==> config.mk <==
export PLATFORM = sky130hd
export DESIGN_NAME = bmp_rgb24_row_to_gray_top
export DESIGN_NICKNAME = d
export VERILOG_FILES = /design/src/design/bmp2g_pkg.sv /design/src/design/bmp2g_luma.sv /design/src/design/bmp2g_ctrl.sv /design/src/design/bmp_rgb24_row_to_gray_top.sv
export VERILOG_INCLUDE_DIRS = /design/src /design/src/design
export SDC_FILE = /design/constraint.sdc
export NUM_CORES = 1
export LEC_CHECK = 0
export BUFFER_PORTS_ARGS = -buffer_cell sky130_fd_sc_hd__buf_2
export CAP_MARGIN = 20
export CORE_ASPECT_RATIO = 0.7
export CORE_MARGIN = 8
export CORE_UTILIZATION = 50
export CTS_CLUSTER_DIAMETER = 60
export DETAILED_ROUTE_END_ITERATION = 10
export GPL_ROUTABILITY_DRIVEN = 0
export GPL_TIMING_DRIVEN = 0
export HOLD_SLACK_MARGIN = 0.03
export MAX_ROUTING_LAYER = met4
export PLACE_DENSITY = 0.74
export SETUP_SLACK_MARGIN = 0.4
export SLEW_MARGIN = 20
export SYNTH_ARGS = -nofsm -noshare
export SYNTH_HDL_FRONTEND = slang
export SYNTH_SLANG_ARGS = --single-unit
export TNS_END_PERCENT = 50
==> constraint.sdc <==
create_clock -name clk -period 8.3 [get_ports clk]
set_clock_uncertainty 0.2 [all_clocks]
set_input_delay 1.66 -clock clk [delete_from_list [all_inputs] [get_ports clk]]
set_output_delay 1.66 -clock clk [all_outputs]
set_load 0.1 [all_outputs]
==> src/design/bmp_rgb24_row_to_gray_top_defines.svh <==
// Assertion macros for the bitmap-to-gray block.
`ifndef BMP_RGB24_ROW_TO_GRAY_TOP_DEFINES_SVH
`define BMP_RGB24_ROW_TO_GRAY_TOP_DEFINES_SVH

// Check a condition at every rising clock edge outside reset.
`define BMP2G_ASSERT_HOLDS(lbl, cond) \
	lbl: assert property (@(posedge clk) disable iff (!arst_n) (cond)) \
		else $error("bmp2g check failed");

// Check that an antecedent implies a consequent in the same cycle.
`define BMP2G_ASSERT_IMPLIES(lbl, ante, cons) \
	lbl: assert property (@(posedge clk) disable iff (!arst_n) (ante) |-> (cons)) \
		else $error("bmp2g check failed");

`endif

==> src/design/bmp2g_pkg.sv <==
// Package: widths, luma weights, register codes and shared types of the bitmap-to-gray block.
package bmp2g_pkg;

	localparam int MAX_WIDTH  = 4096;
	localparam int MAX_HEIGHT = 4096;

	localparam int PIX_W  = 8;
	localparam int DIM_W  = 13;
	localparam int COL_W  = 12;
	localparam int ROW_W  = 12;
	localparam int CNT_W  = $clog2(MAX_WIDTH) + 1;
	localparam int RCNT_W = $clog2(MAX_HEIGHT);
	localparam int WGT_W  = 16;
	localparam int SUM_W  = WGT_W + PIX_W;

	localparam logic [WGT_W-1:0] WEIGHT_RED   = WGT_W'(19595);
	localparam logic [WGT_W-1:0] WEIGHT_GREEN = WGT_W'(38470);
	localparam logic [WGT_W-1:0] WEIGHT_BLUE  = WGT_W'(7471);

	localparam logic [DIM_W-1:0] WIDTH_RESET  = DIM_W'(640);
	localparam logic [DIM_W-1:0] HEIGHT_RESET = DIM_W'(480);

	localparam int CFG_IDX_W = 1;
	localparam logic [CFG_IDX_W-1:0] CFG_IMAGE_WIDTH  = 1'b0;
	localparam logic [CFG_IDX_W-1:0] CFG_IMAGE_HEIGHT = 1'b1;

	typedef enum logic [1:0] {
		PH_BLUE,
		PH_GREEN,
		PH_RED
	} phase_t;

	typedef struct packed {
		logic [PIX_W-1:0] gray;
		logic [COL_W-1:0] column;
		logic [ROW_W-1:0] row;
		logic [PIX_W-1:0] min_val;
		logic [PIX_W-1:0] max_val;
		logic             last;
	} pix_info_t;

endpackage

==> src/design/bmp2g_luma.sv <==
// Fixed-point luma: weighted sum of red, green and blue, top byte kept.
module bmp2g_luma (
	input  logic [bmp2g_pkg::PIX_W-1:0] red,
	input  logic [bmp2g_pkg::PIX_W-1:0] green,
	input  logic [bmp2g_pkg::PIX_W-1:0] blue,
	output logic [bmp2g_pkg::PIX_W-1:0] gray
);

	logic [bmp2g_pkg::SUM_W-1:0] prod_r;
	logic [bmp2g_pkg::SUM_W-1:0] prod_g;
	logic [bmp2g_pkg::SUM_W-1:0] prod_b;
	logic [bmp2g_pkg::SUM_W-1:0] sum;

	always_comb begin
		prod_r = bmp2g_pkg::SUM_W'(bmp2g_pkg::WEIGHT_RED) * bmp2g_pkg::SUM_W'(red);
		prod_g = bmp2g_pkg::SUM_W'(bmp2g_pkg::WEIGHT_GREEN) * bmp2g_pkg::SUM_W'(green);
		prod_b = bmp2g_pkg::SUM_W'(bmp2g_pkg::WEIGHT_BLUE) * bmp2g_pkg::SUM_W'(blue);
		sum    = prod_r + prod_g + prod_b;
		gray   = sum[bmp2g_pkg::SUM_W-1 -: bmp2g_pkg::PIX_W];
	end

endmodule

==> src/design/bmp2g_ctrl.sv <==
// Stream control: byte phase, color holds, column/row/pad counters and running extremes.
module bmp2g_ctrl (
	input  logic                           clk,
	input  logic                           arst_n,
	input  logic                           restart,
	input  logic                           step,
	input  logic [bmp2g_pkg::PIX_W-1:0]    cur_byte,
	input  logic [bmp2g_pkg::PIX_W-1:0]    gray,
	input  logic [bmp2g_pkg::DIM_W-1:0]    width_raw,
	input  logic [bmp2g_pkg::DIM_W-1:0]    height_raw,
	output logic                           is_red,
	output logic [bmp2g_pkg::PIX_W-1:0]    blue_out,
	output logic [bmp2g_pkg::PIX_W-1:0]    green_out,
	output bmp2g_pkg::pix_info_t           info
);

	bmp2g_pkg::phase_t               phase_q;
	logic [bmp2g_pkg::PIX_W-1:0]     blue_q;
	logic [bmp2g_pkg::PIX_W-1:0]     green_q;
	logic [bmp2g_pkg::CNT_W-1:0]     col_q;
	logic [bmp2g_pkg::RCNT_W-1:0]    row_q;
	logic [1:0]                      pad_q;
	logic [bmp2g_pkg::PIX_W-1:0]     min_q;
	logic [bmp2g_pkg::PIX_W-1:0]     max_q;

	logic [bmp2g_pkg::DIM_W-1:0]     w_eff;
	logic [bmp2g_pkg::DIM_W-1:0]     h_eff;
	logic [1:0]                      pads;
	logic                            is_pad;
	logic [bmp2g_pkg::CNT_W-1:0]     col_inc;
	logic [bmp2g_pkg::DIM_W-1:0]     row_inc;
	logic [bmp2g_pkg::RCNT_W-1:0]    row_wrap;
	logic                            col_last;
	logic                            row_last;
	logic                            last;
	logic [1:0]                      pad_inc;
	logic [bmp2g_pkg::DIM_W-1:0]     top_row;
	logic [bmp2g_pkg::PIX_W-1:0]     min_new;
	logic [bmp2g_pkg::PIX_W-1:0]     max_new;

	always_comb begin
		priority if (width_raw == '0) begin
			w_eff = bmp2g_pkg::DIM_W'(1);
		end else if (width_raw > bmp2g_pkg::DIM_W'(bmp2g_pkg::MAX_WIDTH)) begin
			w_eff = bmp2g_pkg::DIM_W'(bmp2g_pkg::MAX_WIDTH);
		end else begin
			w_eff = width_raw;
		end
		priority if (height_raw == '0) begin
			h_eff = bmp2g_pkg::DIM_W'(1);
		end else if (height_raw > bmp2g_pkg::DIM_W'(bmp2g_pkg::MAX_HEIGHT)) begin
			h_eff = bmp2g_pkg::DIM_W'(bmp2g_pkg::MAX_HEIGHT);
		end else begin
			h_eff = height_raw;
		end
		pads     = w_eff[1:0];
		is_pad   = bmp2g_pkg::DIM_W'(col_q) >= w_eff;
		is_red   = !is_pad && (phase_q == bmp2g_pkg::PH_RED);
		col_inc  = col_q + bmp2g_pkg::CNT_W'(1);
		row_inc  = bmp2g_pkg::DIM_W'(row_q) + bmp2g_pkg::DIM_W'(1);
		col_last = bmp2g_pkg::DIM_W'(col_inc) >= w_eff;
		row_last = row_inc >= h_eff;
		row_wrap = row_last ? '0 : row_inc[bmp2g_pkg::RCNT_W-1:0];
		last     = col_last && row_last;
		pad_inc  = pad_q + 2'd1;
		top_row  = h_eff - bmp2g_pkg::DIM_W'(1) - bmp2g_pkg::DIM_W'(row_q);
		min_new  = (gray < min_q) ? gray : min_q;
		max_new  = (gray > max_q) ? gray : max_q;

		blue_out     = blue_q;
		green_out    = green_q;
		info.gray    = gray;
		info.column  = col_q[bmp2g_pkg::COL_W-1:0];
		info.row     = top_row[bmp2g_pkg::ROW_W-1:0];
		info.min_val = min_new;
		info.max_val = max_new;
		info.last    = last;
	end

	always_ff @(posedge clk or negedge arst_n) begin
		if (!arst_n) begin
			phase_q <= bmp2g_pkg::PH_BLUE;
			blue_q  <= '0;
			green_q <= '0;
			col_q   <= '0;
			row_q   <= '0;
			pad_q   <= '0;
			min_q   <= '1;
			max_q   <= '0;
		end else if (restart) begin
			phase_q <= bmp2g_pkg::PH_BLUE;
			blue_q  <= '0;
			green_q <= '0;
			col_q   <= '0;
			row_q   <= '0;
			pad_q   <= '0;
			min_q   <= '1;
			max_q   <= '0;
		end else if (step) begin
			if (is_pad) begin
				pad_q <= pad_inc;
				if (pad_inc >= pads) begin
					col_q <= '0;
					pad_q <= '0;
					row_q <= row_wrap;
				end
			end else begin
				unique case (phase_q)
					bmp2g_pkg::PH_BLUE: begin
						blue_q  <= cur_byte;
						phase_q <= bmp2g_pkg::PH_GREEN;
					end
					bmp2g_pkg::PH_GREEN: begin
						green_q <= cur_byte;
						phase_q <= bmp2g_pkg::PH_RED;
					end
					bmp2g_pkg::PH_RED: begin
						phase_q <= bmp2g_pkg::PH_BLUE;
						if (last) begin
							min_q <= '1;
							max_q <= '0;
						end else begin
							min_q <= min_new;
							max_q <= max_new;
						end
						if (col_last && (pads == 2'd0)) begin
							col_q <= '0;
							pad_q <= '0;
							row_q <= row_wrap;
						end else begin
							col_q <= col_inc;
						end
					end
					default: begin
						phase_q <= bmp2g_pkg::PH_BLUE;
					end
				endcase
			end
		end
	end

endmodule

==> src/design/bmp_rgb24_row_to_gray_top.sv <==
// Top level: 24-bit bitmap pixel byte stream to 8-bit gray with position and extremes.
//
// Input channel: one pixel-data byte per transfer (in_valid / in_stall), blue,
// green, red order, row pad bytes included. Output channel (out_valid /
// out_stall): one result per red byte with gray value, column, top-down row,
// running min and max, and a last-pixel flag. Blue, green and pad bytes give
// no result.
// A red byte's result passes the input register, then the result register,
// which raises out_valid.
// Throughput: one byte per cycle while no red byte waits on a stalled receiver;
// the luma multiply-add and the counter update sit between these two registers.
// When the receiver stalls, the result register holds; the input register
// still drains non-red bytes, and a red byte waits in it, which raises in_stall.
// Reset: image size 640 x 480, stream restarts at a blue byte, column 0,
// stored row 0. A write to either size register restarts the stream the same
// way; write only while no transfer is in flight.
`include "bmp_rgb24_row_to_gray_top_defines.svh"

module bmp_rgb24_row_to_gray_top (
	input  logic                              clk,
	input  logic                              arst_n,
	input  logic                              cfg_we,
	input  logic [bmp2g_pkg::CFG_IDX_W-1:0]   cfg_index,
	input  logic [bmp2g_pkg::DIM_W-1:0]       cfg_data,
	input  logic                              in_valid,
	output logic                              in_stall,
	input  logic [bmp2g_pkg::PIX_W-1:0]       data_byte,
	output logic                              out_valid,
	input  logic                              out_stall,
	output logic [bmp2g_pkg::PIX_W-1:0]       gray_value,
	output logic [bmp2g_pkg::COL_W-1:0]       column,
	output logic [bmp2g_pkg::ROW_W-1:0]       row,
	output logic [bmp2g_pkg::PIX_W-1:0]       min_so_far,
	output logic [bmp2g_pkg::PIX_W-1:0]       max_so_far,
	output logic                              last_pixel
);

	logic [bmp2g_pkg::DIM_W-1:0] width_q;
	logic [bmp2g_pkg::DIM_W-1:0] height_q;
	logic                        valid_s1;
	logic [bmp2g_pkg::PIX_W-1:0] byte_s1;
	logic                        valid_s2;
	bmp2g_pkg::pix_info_t        info_s2;

	logic                        is_red;
	logic [bmp2g_pkg::PIX_W-1:0] blue_hold;
	logic [bmp2g_pkg::PIX_W-1:0] green_hold;
	logic [bmp2g_pkg::PIX_W-1:0] gray;
	bmp2g_pkg::pix_info_t        info;
	logic                        out_free;
	logic                        s1_adv;
	logic                        in_take;

	always_comb begin
		out_free = !valid_s2 || !out_stall;
		s1_adv   = valid_s1 && (!is_red || out_free);
		in_stall = valid_s1 && !s1_adv;
		in_take  = in_valid && !in_stall;
	end

	always_ff @(posedge clk or negedge arst_n) begin
		if (!arst_n) begin
			width_q  <= bmp2g_pkg::WIDTH_RESET;
			height_q <= bmp2g_pkg::HEIGHT_RESET;
		end else if (cfg_we) begin
			unique case (cfg_index)
				bmp2g_pkg::CFG_IMAGE_WIDTH:  width_q  <= cfg_data;
				bmp2g_pkg::CFG_IMAGE_HEIGHT: height_q <= cfg_data;
				default: ;
			endcase
		end
	end

	always_ff @(posedge clk or negedge arst_n) begin
		if (!arst_n) begin
			valid_s1 <= 1'b0;
			valid_s2 <= 1'b0;
		end else begin
			if (in_take) begin
				valid_s1 <= 1'b1;
			end else if (s1_adv) begin
				valid_s1 <= 1'b0;
			end
			if (s1_adv && is_red) begin
				valid_s2 <= 1'b1;
			end else if (!out_stall) begin
				valid_s2 <= 1'b0;
			end
		end
	end

	always_ff @(posedge clk) begin
		if (in_take) begin
			byte_s1 <= data_byte;
		end
		if (s1_adv && is_red) begin
			info_s2 <= info;
		end
	end

	bmp2g_luma u_luma (
		.red   (byte_s1),
		.green (green_hold),
		.blue  (blue_hold),
		.gray  (gray)
	);

	bmp2g_ctrl u_ctrl (
		.clk        (clk),
		.arst_n     (arst_n),
		.restart    (cfg_we),
		.step       (s1_adv),
		.cur_byte   (byte_s1),
		.gray       (gray),
		.width_raw  (width_q),
		.height_raw (height_q),
		.is_red     (is_red),
		.blue_out   (blue_hold),
		.green_out  (green_hold),
		.info       (info)
	);

	assign out_valid  = valid_s2;
	assign gray_value = info_s2.gray;
	assign column     = info_s2.column;
	assign row        = info_s2.row;
	assign min_so_far = info_s2.min_val;
	assign max_so_far = info_s2.max_val;
	assign last_pixel = info_s2.last;

	`BMP2G_ASSERT_IMPLIES(a_stall_needs_s1, in_stall, valid_s1 && is_red)
	`BMP2G_ASSERT_IMPLIES(a_min_le_gray, out_valid, min_so_far <= gray_value)
	`BMP2G_ASSERT_IMPLIES(a_gray_le_max, out_valid, gray_value <= max_so_far)
	`BMP2G_ASSERT_HOLDS(a_no_stall_when_free, !(in_stall && out_free))

endmodule
# == Word level (Yosys, flattened, before mapping) ==
# Index checks and enable logic that the tools add are counted.
# op_classes
n_eq_ne,5
n_reduce_logical,35
n_addsub,7
multipliers,3
n_mux,51
n_bitwise,1
n_lt_le_gt_ge,8
# op_table
operator,count
$mux 8,20
$mux 13,10
$mux 12,7
$mul 15x8->23 const A,2
$ge 13x13->1,3
$gt 13x13->1 const B,2
$logic_not 13->1,2
$add 23x24->24,1
$add 24x21->24,1
$mul 13x8->21 const A,1
$mux 2,9
$reduce_and 3->1,5
$add 12x1->13 const B,1
$add 13x1->13 const B,1
$sub 12x1->12 const B,1
$sub 12x12->12,1
$reduce_bool 2->1,5
$gt 8x8->1,1
$lt 8x8->1,1
$logic_and 1x1->1,7
$logic_not 1->1,6
$reduce_and 2->1,3
$reduce_bool 3->1,2
$logic_not 2->1,2
other kinds (12),16
# word_totals
regBits,146
output_inout_bits,51
wordCells,129
input_bits,27

# == Logic depth before layout (Yosys ltp) ==
# Gate-level depths: netlist of run 1.
# depth
word_depth,14
depth_mapped,40
depth_no_buf,38

# == Cells and area by module ==
# Synthesis of run 1 repeated with hierarchy kept, for this count alone.
# hier_totals
cells_unflattened,1394
area_unflattened_um2,14480.1
# modules_own_cells
module,cells_per_inst,area_per_inst_um2,seq_area_each_um2,n_inst
bmp2g_luma,674,6376.1,0.0,1
bmp2g_ctrl,595,5260.0,1536.5,1
bmp_rgb24_row_to_gray_top,125,2844.0,2419.8,1

# == Worst setup path after synthesis of run 1 ==
# Ideal clock, no wire load.
# synth_path
path_type,register to register
from,reg u_ctrl.green_q (netlist bit u_ctrl.green_out[6])
to,reg u_ctrl.max_q[0] in the netlist's numbering
path_buffers,1
arrival_time_ns,8.471
synth_period_minus_slack_ns,8.793
stages_incl_launch_ff,38
setup_ns,0.122
slack_ns,-0.493
required_ns,7.978
cell_sequence,dfrtp_1 ha_1 inv_1 fa_1 fa_1 inv_1 ha_1 and3b_1 o21a_1 o21ai_1 nand2b_1 nand2b_1 nand2_1 a211oi_1 nor2_1 fa_1 fa_1 inv_1 (+2 left out) inv_1 ha_1 a211oi_1 nor2b_1 a31oi_1 or3b_1 xor2_1 ha_1 nor2b_1 o21a_1 o21ai_1 nand2b_1 a21oi_1 o21ai_1 o31a_1 clkbuf_1 mux2_1 a22o_1
# synth_rtl
element,line,text
from (decl),bmp2g_ctrl.sv:19,logic [bmp2g_pkg::PIX_W-1:0] green_q;
from (signal assigned),bmp2g_ctrl.sv:114,green_q <= cur_byte;
to (signal assigned),bmp2g_ctrl.sv:124,max_q <= max_new;
to (decl),bmp2g_ctrl.sv:24,logic [bmp2g_pkg::PIX_W-1:0] max_q;

==> results of run 1 <==
==> registers in the layout, summed over array words and instances, names as in the netlist, 12 cells and up <==
register	flops
height_q	13
u_ctrl.col_q	13
width_q	13
column	12
row	12
u_ctrl.row_q	12
==> through the flow <==
stage,area (sq um),TNS (ns)
2_1_floorplan,13900,0
3_3_place_gp,14700,-13.64
5_1_grt,16000,-16.63
3_5_place_dp,14800,-17.93
4_1_cts,15800,-1.39
6_report,16000,-5.72
==> logic make-up (layout without fill, tap and decap cells) <==
| group | after synthesis | count (layout) | share of synthesized area, % |
|---|---|---|---|
| AOI/OAI and AO/OA | 205 | 205 | 9.54 |
| xor gates and xnor gates | 52 | 52 | 3.36 |
| adders and majority gates | 344 | 344 | 37.8 |
| buffers and inverters | 298 | 442 | 8.14 |
| DFF | 146 | 146 | 28.7 |
| muxes | 39 | 39 | 3.08 |
| and+or+nand+nor | 274 | 274 | 9.38 |
==> cell usage in the layout, fill, tap and decap left out, drive strengths merged, types with 4 or more instances in the layout <==
cell | netlist | final
nor2b | 8 | 8
nand4 | 18 | 18
a21o | 14 | 14
o22a | 10 | 10
o22ai | 6 | 6
inv | 279 | 283
edfxtp | 57 | 57
o21a | 12 | 12
buf | 3 | 117
nand2 | 99 | 99
clkinv | 0 | 4
o21bai | 8 | 8
mux2i | 12 | 12
nand3 | 24 | 24
or2 | 5 | 5
a31oi | 8 | 8
dfstp | 14 | 14
clkbuf | 16 | 35
nor4 | 10 | 10
dfrtp | 75 | 75
nor3 | 14 | 14
xnor2 | 32 | 32
o31ai | 5 | 5
ha | 225 | 225
a21oi | 43 | 43
mux2 | 27 | 27
nor2 | 64 | 64
fa | 119 | 119
xor2 | 20 | 20
nand2b | 15 | 15
o21ai | 68 | 68
o211ai | 4 | 4
and3 | 8 | 8
a211oi | 9 | 9
==> cell type report <==
class                   count  area (sq um)
plain buffers              19           103
clock buffers              21           450
clock inverters            11           104
fillers                  2236         10900
inverters                 279          1050
multi-input cells         914          9110
flip-flops and latches    146          3960
well taps                 364           455
repair buffers            112           727
==> metal layers <==
metal	up-vias	global-route usage (%)	wire length (microns)
met1	4958	29.2	15900
met3	38	5.22	2730
met2	327	29.8	14300
met4	0	4.69	440
met5	-	-	0
li1	4789	-	-
==> where the power goes <==
part           switching, W  internal [W]
combinational       0.00232       0.00193
clock              0.000311      0.000422
sequential        0.0000685      0.000939
total               0.00270       0.00329
==> what timing repair did <==
item | CTS | global route
setup endpoints to repair | 32 | 32
gates resized for setup | 35 | 27
pin swaps | 29 | 19
setup buffers | 26 | 6
endpoints found under the hold margin | 0 | 0
==> how the worst max path moves through the flow <==
stage	startpoint	endpoint	slack (ns)	cells after the start
after floorplan	u_ctrl.green_out[6]	u_ctrl.max_q[0]	0.11	37
after global placement	u_ctrl.green_out[6]	u_ctrl.max_q[0]	-0.53	32
after detailed placement	u_ctrl.green_out[2]	u_ctrl.min_q[6]	-0.66	31
after CTS	u_ctrl.green_out[6]	u_ctrl.max_q[1]	-0.12	37
after global routing	u_ctrl.green_out[6]	u_ctrl.max_q[1]	-0.61	37
final	u_ctrl.green_out[6]	u_ctrl.max_q[1]	-0.30	37
==> cells in the mapped netlist (14+ instances only) <==
cell and count:
mux2_2 26, xnor2_1 31, nand2b_1 15, a21oi_1 42, clkbuf_1 16, inv_1 277
xor2_1 20, a21o_1 14, edfxtp_1 57, o21ai_0 22, o21ai_1 46, nand4_1 18
nand2_1 99, dfstp_2 14, nor2_1 64, nand3_1 24, fa_1 119, dfrtp_1 75
ha_1 225
==> impl_metrics.ini, run 1 <==
[global_routing]
grt_overflow_total = 0
grt_pass1_vias = 10468
grt_usage_pct = 20.7
grt_max_degree = 57
grt_pass1_wl_mm = 54.2
antenna_found_initial = 0

[synthesis]
ys_top_cells_by_area = ha_1 (20%), fa_1 (17%), dfrtp_1 (14%)
ys_types = 66
synth_top_area_cell = ha_1
synthCells = 1358
ys_ff_latch = 146
synthArstFlopShare_pct = 61.0
syn-num-nets = 1729
syn-cell-area_sq_um = 13800
ys.warnings.count = 0
syn-mean-instance-area_sq_um = 10.1
synth_top_area_share_pct = 20.4
synth-edff-count = 57
yosysSeqAreaShare_pct = 28.7
synth_ff_type = dfrtp_1

[worst_hold_path]
holdPathStages = 1
holdCritStartpoint = width_q[0]
hold_class = reg2reg
whs_endpoint = width_q[0]

[critical_path]
arrival_ns = 8.71
worst-setup-path-type = reg2reg
crit_slowest_cell = fa_1
crit_family = adder cells
r2r-end = u_ctrl.max_q[1]
r2r_setup_slack_ns = -0.30
crit_fanout = 5
cp_common_cell = fa_1
worst-path-buf-inv = 5
reg2reg_from = u_ctrl.green_out[6]
slowest_delay_ns = 0.54
reg2regPathDepth = 37
critPathCaptureType = flop
crit_path_start_kind = flop
critPathRequiredTime_ns = 8.41

[clock_network]
clk_pin_slew_ns = 0.07
cts-hold-fix-buffers = 0
clockRootBuffer = clkbuf_16
cts_buffers = 17
clockBufferDepth = 2
clock_sinks = 146
clk-insertion-delay-late_ns = 0.44
htreeDepth = 4
cts_tree = done

[detailed_routing]
antenna_left = 0
num_vias = 10112
drt_iter0_drc = 607
drt_wl_total_mm = 33.3
post_drt_via_cell_ratio = 5.42
drc = 0
firstDrtPassIters = 5
avgRoutedWirePerCell_microns = 17.9

[power]
p_per_area_nw_per_um2 = 375
power_w = 0.00599
p_leak_nw = 8.14
ir_worst_vdd_mv = 0.372

[sta]
finalWorstSetupSlack_ns = -0.300
relSlewSlack_pct = 20.7
min_period_over_period_pct = 104
max_freq_ghz = 0.116
slew_violations = 0
hold_viol = 0
finalSetupViolations = 32
worstMarginPinSlew_ns = 1.18
rsz0062_at_grt = true
whs_ns = 0.324
period_needed_ns = 8.60

[floorplan]
fp.dieH_microns = 155
rows = 50
pin_count = 78
die-width_microns = 214
start_util_pct = 51.2
die-area_sq_um = 33200
coreArea_sq_um = 26900

[place]
hpwl_mm = 26.4
io_buffers = 77
pre_cts_ws_ns = -0.661
place_inst = 1802

[status]
violations = negative setup slack
outcome = finished, violations left

[final_layout]
post-route-util_pct = 59.3
layout.nets = 1860
layout-drive-gt1-share_pct = 17.6
finalNonFillerCells = 1866
antennaDiodeCount = 0
syn_to_final_growth_pct = 15.9

[job]
cap_violations = 0
(Power assumes the default switching activity.)
==> run 2, diff against run 1 <==
- PLACE_DENSITY: 0.74 -> default
- PLACE_DENSITY_LB_ADDON: default -> 0.12
==> impl_metrics.ini, run 2 (same netlist as run 1, synthesis figures left out) <==
[final_layout]
syn_to_final_growth_pct = 16.0
layout.nets = 1860
largestRegisters = height_q x13, u_ctrl.col_q x13, width_q x13
layout-drive-gt1-share_pct = 17.8
antennaDiodeCount = 0
final_common_cell = inv_1
finalNonFillerCells = 1866
mostFrequentLayoutCells = inv_1 (271), ha_1 (214), fa_1 (118), nand2_1 (94), buf_2 (77)
stdcell_area_sq_um = 16000

[detailed_routing]
drt_wl_total_mm = 34.0
avgRoutedWirePerCell_microns = 18.2
num_vias = 9820
drc = 0
drt_iter0_drc = 613
firstDrtPassIters = 5
antenna_left = 0
post_drt_via_cell_ratio = 5.26

[global_routing]
grt_overflow_total = 0
grt_max_degree = 57
grt_usage_pct = 21.6
grt_pass1_vias = 9975
grt_pass1_wl_mm = 55.4
antenna_found_initial = 0

[power]
combPwrFrac_pct = 71.4
switchingPower_w = 0.00279
p_leak_nw = 8.14
p_per_area_nw_per_um2 = 382
power_w = 0.00611
power_frac_clock_pct = 12.1
seq_power_share_pct = 16.5
p_sw_share_pct = 45.8
ir_worst_vdd_mv = 0.440
p_int_w = 0.00331

[critical_path]
crit_slowest_cell = fa_2
crit_path_start_kind = flop
cp_common_cell = fa_1
slowest_delay_ns = 0.54
critPathCaptureType = flop
worst-setup-path-type = reg2reg
critPathRequiredTime_ns = 8.41
arrival_ns = 8.72
crit_fanout = 4

[floorplan]
fp.dieH_microns = 155
rows = 50
pin_count = 78
coreArea_sq_um = 26900
die-area_sq_um = 33200
start_util_pct = 51.2
die-width_microns = 214

[sta]
hold_viol = 0
period_needed_ns = 8.61
finalWorstSetupSlack_ns = -0.310
finalSetupViolations = 32
relSlewSlack_pct = 30.9
max_freq_ghz = 0.116
min_period_over_period_pct = 104
rsz0062_at_grt = true
whs_ns = 0.291
slew_violations = 0
worstMarginPinSlew_ns = 1.03

[place]
io_buffers = 77
place_area_sq_um = 14800
place_inst = 1802
hpwl_mm = 27.1

[worst_hold_path]
hold_class = reg2reg

[clock_network]
htreeDepth = 4
cts_buffers = 17
clock_sinks = 146
clockBufferDepth = 2
clockRootBuffer = clkbuf_16
cts_tree = done
clk_pin_slew_ns = 0.06
clk-insertion-delay-late_ns = 0.43
cts-hold-fix-buffers = 0

[status]
outcome = finished, violations left
violations = negative setup slack

[job]
cap_violations = 0
[run 2: cell count changes in the layout (fill, tap and decap cells not counted), moves of 2 or more]
cell,before,now
buf_4,29,26
ha_4,12,10
nor2_1,62,60
buf_6,4,6
clkbuf_8,1,3
nor2_2,1,3
o21ai_1,41,43
clkbuf_1,17,15
[run 2: routing by layer]
metal	track usage (%)	share of wire [%]	routed length, microns	vias up
li1	-	-	-	4792
met1	33.0	55	18500	4802
met2	29.0	39	13400	209
met3	4.38	5.3	1790	17
met4	3.97	0.71	240	0
met5	-	0	0	-
[run 2: what timing repair did]
| action | 4_1_cts | 5_1_grt |
|---|---|---|
| endpoints found under the hold margin | 0 | 0 |
| buffers inserted | 24 | 7 |
| setup endpoints to repair | 32 | 33 |
| gates resized for setup | 31 | 35 |
| pin swaps | 26 | 21 |
| gates cloned | 1 | 0 |
[run 2: worst max-delay path, delay by kind of cell, from the launching register on]
kind                       cells  cell delay, ns
and+or+nand+nor                9            1.25
buffers and inverters          6            0.49
DFF                            1            0.45
muxes                          1            0.33
adders and majority gates     10            3.90
xor gates and xnor gates       1            0.15
AOI/OAI and AO/OA             11            1.72
[run 2: per-stage QoR]
stage | utilization (%) | setup TNS, ns | worst slack (ns)
floorplan | - | 0 | 0.110
finish | 59.4 | -5.15 | -0.310
detailed placement | 55.1 | -18.68 | -0.692
global route | 59.4 | -14.78 | -0.620
global placement | 54.8 | -16.09 | -0.626
CTS | 58.5 | -7.40 | -0.365
[run 2: path summary, 6_finish.rpt]
check	slack [ns]	cells past startpoint	startpoint	to
worst max-delay path	-0.31	38	u_ctrl.green_out[5]	u_ctrl.max_q[0]
worst min-delay path	0.29	2	u_ctrl.row_q[6]	u_ctrl.row_q[6]
worst max register to register	-0.31	38	u_ctrl.green_out[5]	u_ctrl.max_q[0]
worst min register to register	0.29	2	u_ctrl.row_q[6]	u_ctrl.row_q[6]
max in group asynchronous	6.34	2	arst_n	u_ctrl.min_q[1]
min in group asynchronous	0.91	1	arst_n	u_ctrl.row_q[7]
[run 2: cell type report]
cell class / count / area [sq um]
multi-input cells: 914 / 9100
plain buffers: 19 / 101
clock inverters: 11 / 77.6
well taps: 364 / 455
flip-flops and latches: 146 / 3960
clock buffers: 21 / 482
inverters: 279 / 1050
repair buffers: 112 / 747
fillers: 2356 / 10900
[run 2: power by group through the flow]
| stage | Clock, W | Sequential [W] | Combinational (W) |
|---|---|---|---|
| floorplan | 0 | 0.00109 | 0.00243 |
| global placement | 0 | 0.00102 | 0.00331 |
| detailed placement | 0 | 0.00102 | 0.00343 |
| CTS | 0.000751 | 0.00100 | 0.00401 |
| global route | 0.000780 | 0.00101 | 0.00485 |
| finish | 0.000740 | 0.00101 | 0.00436 |
